File: src/hw/rtl/latd_pkg.sv
// Package for the locality-aware task dispatcher: field widths, command codes,
// controller states, table entry layout and controller/datapath handshake structs.
// No dependencies.
`timescale 1ns / 1ps
`default_nettype none

package latd_pkg;

    localparam int CMD_W      = 2;
    localparam int CHUNK_W    = 16;
    localparam int NODE_W     = 8;
    localparam int RANK_W     = 4;
    localparam int WCOUNT_W   = 4;
    localparam int COUNT_W    = 9;
    localparam int FOLD_CNT_W = $clog2(NODE_W + 1);

    localparam logic [COUNT_W-1:0]    COUNT_LIMIT      = 9'd511;
    localparam logic [WCOUNT_W-1:0]   WORKER_COUNT_RST = 4'd1;
    localparam logic [FOLD_CNT_W-1:0] FOLD_STEPS       = FOLD_CNT_W'(NODE_W);

    typedef enum logic [CMD_W-1:0] {
        CMD_LOAD     = 2'd0,
        CMD_DISPATCH = 2'd1,
        CMD_COMPLETE = 2'd2
    } cmd_t;

    typedef enum logic [2:0] {
        S_IDLE,
        S_DECODE,
        S_FOLD,
        S_SCAN,
        S_RESP
    } state_t;

    typedef struct packed {
        logic                valid;
        logic [RANK_W-1:0]   node;
        logic [CHUNK_W-1:0]  chunk;
    } entry_t;

    typedef struct packed {
        logic in_ready;
        logic capture;
        logic fold_start;
        logic write_entry;
        logic scan_start;
        logic remove_entry;
        logic set_none;
        logic set_drop;
        logic count_update;
        logic rsp_load;
    } ctrl_t;

    typedef struct packed {
        logic [CMD_W-1:0] cmd;
        logic             req_valid;
        logic             table_full;
        logic             table_empty;
        logic             fold_done;
        logic             scan_done;
        logic             scan_found;
        logic             rsp_free;
    } status_t;

endpackage

`default_nettype wire

File: src/hw/rtl/latd_ctrl.sv
// Controller state machine of the task dispatcher: sequences decode, node folding,
// table scan, removal and response. Depends on latd_pkg.
`timescale 1ns / 1ps
`default_nettype none

module latd_ctrl (
    input  wire logic              clk,
    input  wire logic              rst_n,
    input  wire latd_pkg::status_t st,
    output latd_pkg::ctrl_t        ctrl
);

    latd_pkg::state_t state_reg;
    latd_pkg::state_t state_next;

    always_ff @(posedge clk or negedge rst_n)
    begin
        if (!rst_n)
        begin
            state_reg <= latd_pkg::S_IDLE;
        end
        else
        begin
            state_reg <= state_next;
        end
    end

    always_comb
    begin
        state_next = state_reg;
        ctrl       = '0;
        case (state_reg)
            latd_pkg::S_IDLE:
            begin
                ctrl.in_ready = 1'b1;
                if (st.req_valid)
                begin
                    ctrl.capture = 1'b1;
                    state_next   = latd_pkg::S_DECODE;
                end
            end
            latd_pkg::S_DECODE:
            begin
                state_next = latd_pkg::S_RESP;
                case (st.cmd)
                    latd_pkg::CMD_LOAD:
                    begin
                        if (st.table_full)
                        begin
                            ctrl.set_drop = 1'b1;
                        end
                        else
                        begin
                            ctrl.fold_start = 1'b1;
                            state_next      = latd_pkg::S_FOLD;
                        end
                    end
                    latd_pkg::CMD_DISPATCH:
                    begin
                        if (st.table_empty)
                        begin
                            ctrl.set_none = 1'b1;
                        end
                        else
                        begin
                            ctrl.scan_start = 1'b1;
                            state_next      = latd_pkg::S_SCAN;
                        end
                    end
                    latd_pkg::CMD_COMPLETE:
                    begin
                        ctrl.count_update = 1'b1;
                    end
                    default:
                    begin
                        state_next = latd_pkg::S_RESP;
                    end
                endcase
            end
            latd_pkg::S_FOLD:
            begin
                if (st.fold_done)
                begin
                    ctrl.write_entry = 1'b1;
                    state_next       = latd_pkg::S_RESP;
                end
            end
            latd_pkg::S_SCAN:
            begin
                if (st.scan_done)
                begin
                    if (st.scan_found)
                    begin
                        ctrl.remove_entry = 1'b1;
                    end
                    else
                    begin
                        ctrl.set_none = 1'b1;
                    end
                    state_next = latd_pkg::S_RESP;
                end
            end
            latd_pkg::S_RESP:
            begin
                if (st.rsp_free)
                begin
                    ctrl.rsp_load = 1'b1;
                    state_next    = latd_pkg::S_IDLE;
                end
            end
            default:
            begin
                state_next = latd_pkg::S_IDLE;
            end
        endcase
    end

endmodule

`default_nettype wire

File: config.mk
export PLATFORM = sky130hd
export DESIGN_NAME = latd_ctrl
export DESIGN_NICKNAME = d
export VERILOG_FILES = /design/src/hw/rtl/latd_pkg.sv /design/src/hw/rtl/latd_ctrl.sv
export SDC_FILE = /design/constraint.sdc
export NUM_CORES = 1
export LEC_CHECK = 0
export ABC_AREA = 1
export BUFFER_PORTS_ARGS = -buffer_cell sky130_fd_sc_hd__buf_2
export CAP_MARGIN = 20
export CORE_AREA = 2 2 39 41
export CTS_CLUSTER_SIZE = 8
export DETAILED_ROUTE_END_ITERATION = 8
export DIE_AREA = 0 0 41 43
export GPL_ROUTABILITY_DRIVEN = 0
export SETUP_SLACK_MARGIN = 0.4
export SYNTH_ARGS = -nofsm -noshare
export SYNTH_HDL_FRONTEND = slang
export SYNTH_SLANG_ARGS = --single-unit
File: constraint.sdc
create_clock -name clk -period 1.7 [get_ports clk]
set_input_delay 0.17 -clock clk [delete_from_list [all_inputs] [get_ports clk]]
set_output_delay 0.17 -clock clk [all_outputs]
set_load 0.02 [all_outputs]
==> results_dict.tcl <==
set metrics [dict create \
    status "complete, no violations" \
    post-synth-top-area-cell "dfrtp_1" \
    dieArea_um2 1760 \
    timing.critical_path.to "ctrl[2]" \
    max_slew.worst_pin.slew_ns 0.197 \
    rows 14 \
    cts_tree "done" \
    p_clk_frac 0.166 \
    internal_power_uw 383 \
    min_path_type "input port to asynchronous set/reset pin" \
    routed_wl_um 840 \
    grt_util_all_layers 0.105 \
    path_clk_slew_ns 0.04 \
    initial_core_util 0.228 \
    core_area_um2 1380 \
    ys_top_cells_by_area "dfrtp_1 (24%), nand2_1 (11%), inv_1 (9.5%)" \
    synth_seq_cells 3 \
    cts_max_path_buffers 2 \
    cp-end-kind "output port" \
    overflow 0 \
    drc 0 \
    yosysWarningCount 0 \
    slowest_stage "dfrtp_2" \
    numCtsBuffers 3 \
    worstPathCellList "inv_2 -> nand3_4 -> nor4_2 -> buf_4" \
    worstPathRequired_ns 1.53 \
    drv_cap 0 \
    stdcell_area_um2 574 \
    vias_per_cell 4.33 \
    drtIter0Drc 5 \
    clock_skew_ns 0.000681 \
    largest_reg_flops 3 \
    path_class "register to output port" \
    hold_viol_final 0 \
    grt_pass1_vias 364 \
    fillCellCount 142 \
    fin_crit_ns 1.39 \
    post-route-period-util 0.820 \
    cts_sinks 3 \
    final_cell_mix "buf_4 (12), buf_2 (11), nand2_1 (8), inv_1 (8)" \
    crit_path_max_fanout 6 \
    rsz0062_at_grt "true" \
    seqPwrFrac 0.227 \
    dp_hpwl_um 634 \
    antenna_found_initial 0 \
    grt_pass1_wl_um 1320 \
    wl_per_cell_um 8.75 \
    diodes 0 \
    powerDensity_nw_per_um2 1290 \
    worstPathArrival_ns 1.22 \
    synth-seq-area-share 0.238 \
    reg2reg_depth 7 \
    syn_to_final_growth_pct 82.1 \
    p_sw_uw 356 \
    irDropWorstVdd_v 0.000448 \
    die_w_um 41 \
    htreeDepth 1 \
    final_max_slew_viol_count 0 \
    netlist_instances 53 \
    whs_ns 0.263 \
    yosysTopAreaCellShare 0.238 \
    relSlewSlack 0.867 \
    worstReg2RegEnd "state_reg[0]" \
    drtPass1Iterations 3 \
    mostFrequentLayoutCell "buf_4" \
    avgSynthCellArea_um2 5.95 \
    vias 416 \
    setup_tns_ns 0 \
    rr_startpoint "state_reg[0]" \
    swShare 0.482 \
    portBuffers 20 \
    clock_latency_ns 0.23 \
    power_frac_comb 0.607 \
    p_leak_uw 0.000308 \
    final_util 0.415 \
    grt_max_degree 7 \
    syn_area_um2 315 \
    drive_above_1_share 0.575 \
    r2r_slack_ns 0.49 \
    finalSetupViolCount 0 \
    ios 21 \
    design.final.nets 92 \
    critPathLaunch "state_reg[1]" \
    synth_fp_nets 64 \
    cts_root_buf "clkbuf_4" \
    die_h_um 43 \
    drtAntennaViolNets 0 \
    place_area_um2 443 \
    synth.distinct_cells 16 \
    slowest_delay_ns 0.45 \
    fmax_ghz 0.717 \
    cp-start-kind "register" \
]
==> layout make-up <==
| cell class | instances | area, µm² | area share |
|---|---|---|---|
| multi-input cells | 38 | 250 | 0.436 |
| repair buffers | 24 | 155 | 0.270 |
| flip-flops and latches | 3 | 78.8 | 0.137 |
| inverters | 11 | 43.8 | 0.0763 |
| clock buffers | 4 | 26.3 | 0.0458 |
| well taps | 16 | 20.0 | 0.0349 |
==> how the worst min path moves through the flow <==
stage | from | to | slack, ns | cells past startpoint
floorplan | rst_n | state_reg[0] | -0.13 | 0
global placement | rst_n | state_reg[0] | -0.03 | 1
detailed placement | rst_n | state_reg[0] | -0.03 | 1
CTS | st[2] | state_reg[0] | 0.24 | 4
global route | rst_n | state_reg[0] | 0.27 | 2
finish | rst_n | state_reg[1] | 0.26 | 2
==> cell usage after synthesis <==
cell	n
nand2_1	9
dfrtp_1	3
nand2_2	3
nand3b_1	1
o21ai_0	2
inv_1	8
buf_6	1
nand3_2	1
nor2_2	2
nor4_1	3
nor3_1	3
nor2_1	7
o21ai_1	1
inv_2	3
a21oi_1	1
nand3_1	5
==> metrics by stage <==
stage,total power [µW],setup WS [ns],cells
5_1_grt,795,0.245,96
2_1_floorplan,410,0.381,53
4_1_cts,671,0.310,95
3_3_place_gp,477,0.434,88
3_5_place_dp,481,0.448,88
6_report,739,0.306,96
==> power groups by stage <==
stage / logic, µW / clock network, µW / registers, µW
global placement: 321 / 0 / 155
global route: 488 / 134 / 173
CTS: 387 / 125 / 158
floorplan: 284 / 0 / 125
finish: 448 / 123 / 168
detailed placement: 323 / 0 / 159
==> what timing repair did <==
action,CTS,global route
buffers inserted,2,1
endpoints found under the hold margin,3,0
hold buffers,1,0
pin swaps,2,1
gates resized for setup,7,16
setup endpoints to repair,10,12
==> routing by layer <==
layer	vias up	routed length, µm	global-route usage
met1	176	364	0.143
met2	15	410	0.159
li1	225	-	-
met4	0	0	0.0400
met3	0	65	0.0157
met5	-	0	0
==> critical path: cells and delay by family (launching register included) <==
family | cells | cell delay (ns)
buffers and inverters | 2 | 0.29
DFF | 1 | 0.45
and+or+nand+nor | 2 | 0.25
==> logic make-up after synthesis <==
logic type             after synthesis  synth area share
and+or+nand+nor                     34             0.532
DFF                                  3             0.238
buffers and inverters               12             0.167
AOI/OAI and AO/OA                    4            0.0635
Note: power is estimated with default switching activity, not from simulation.
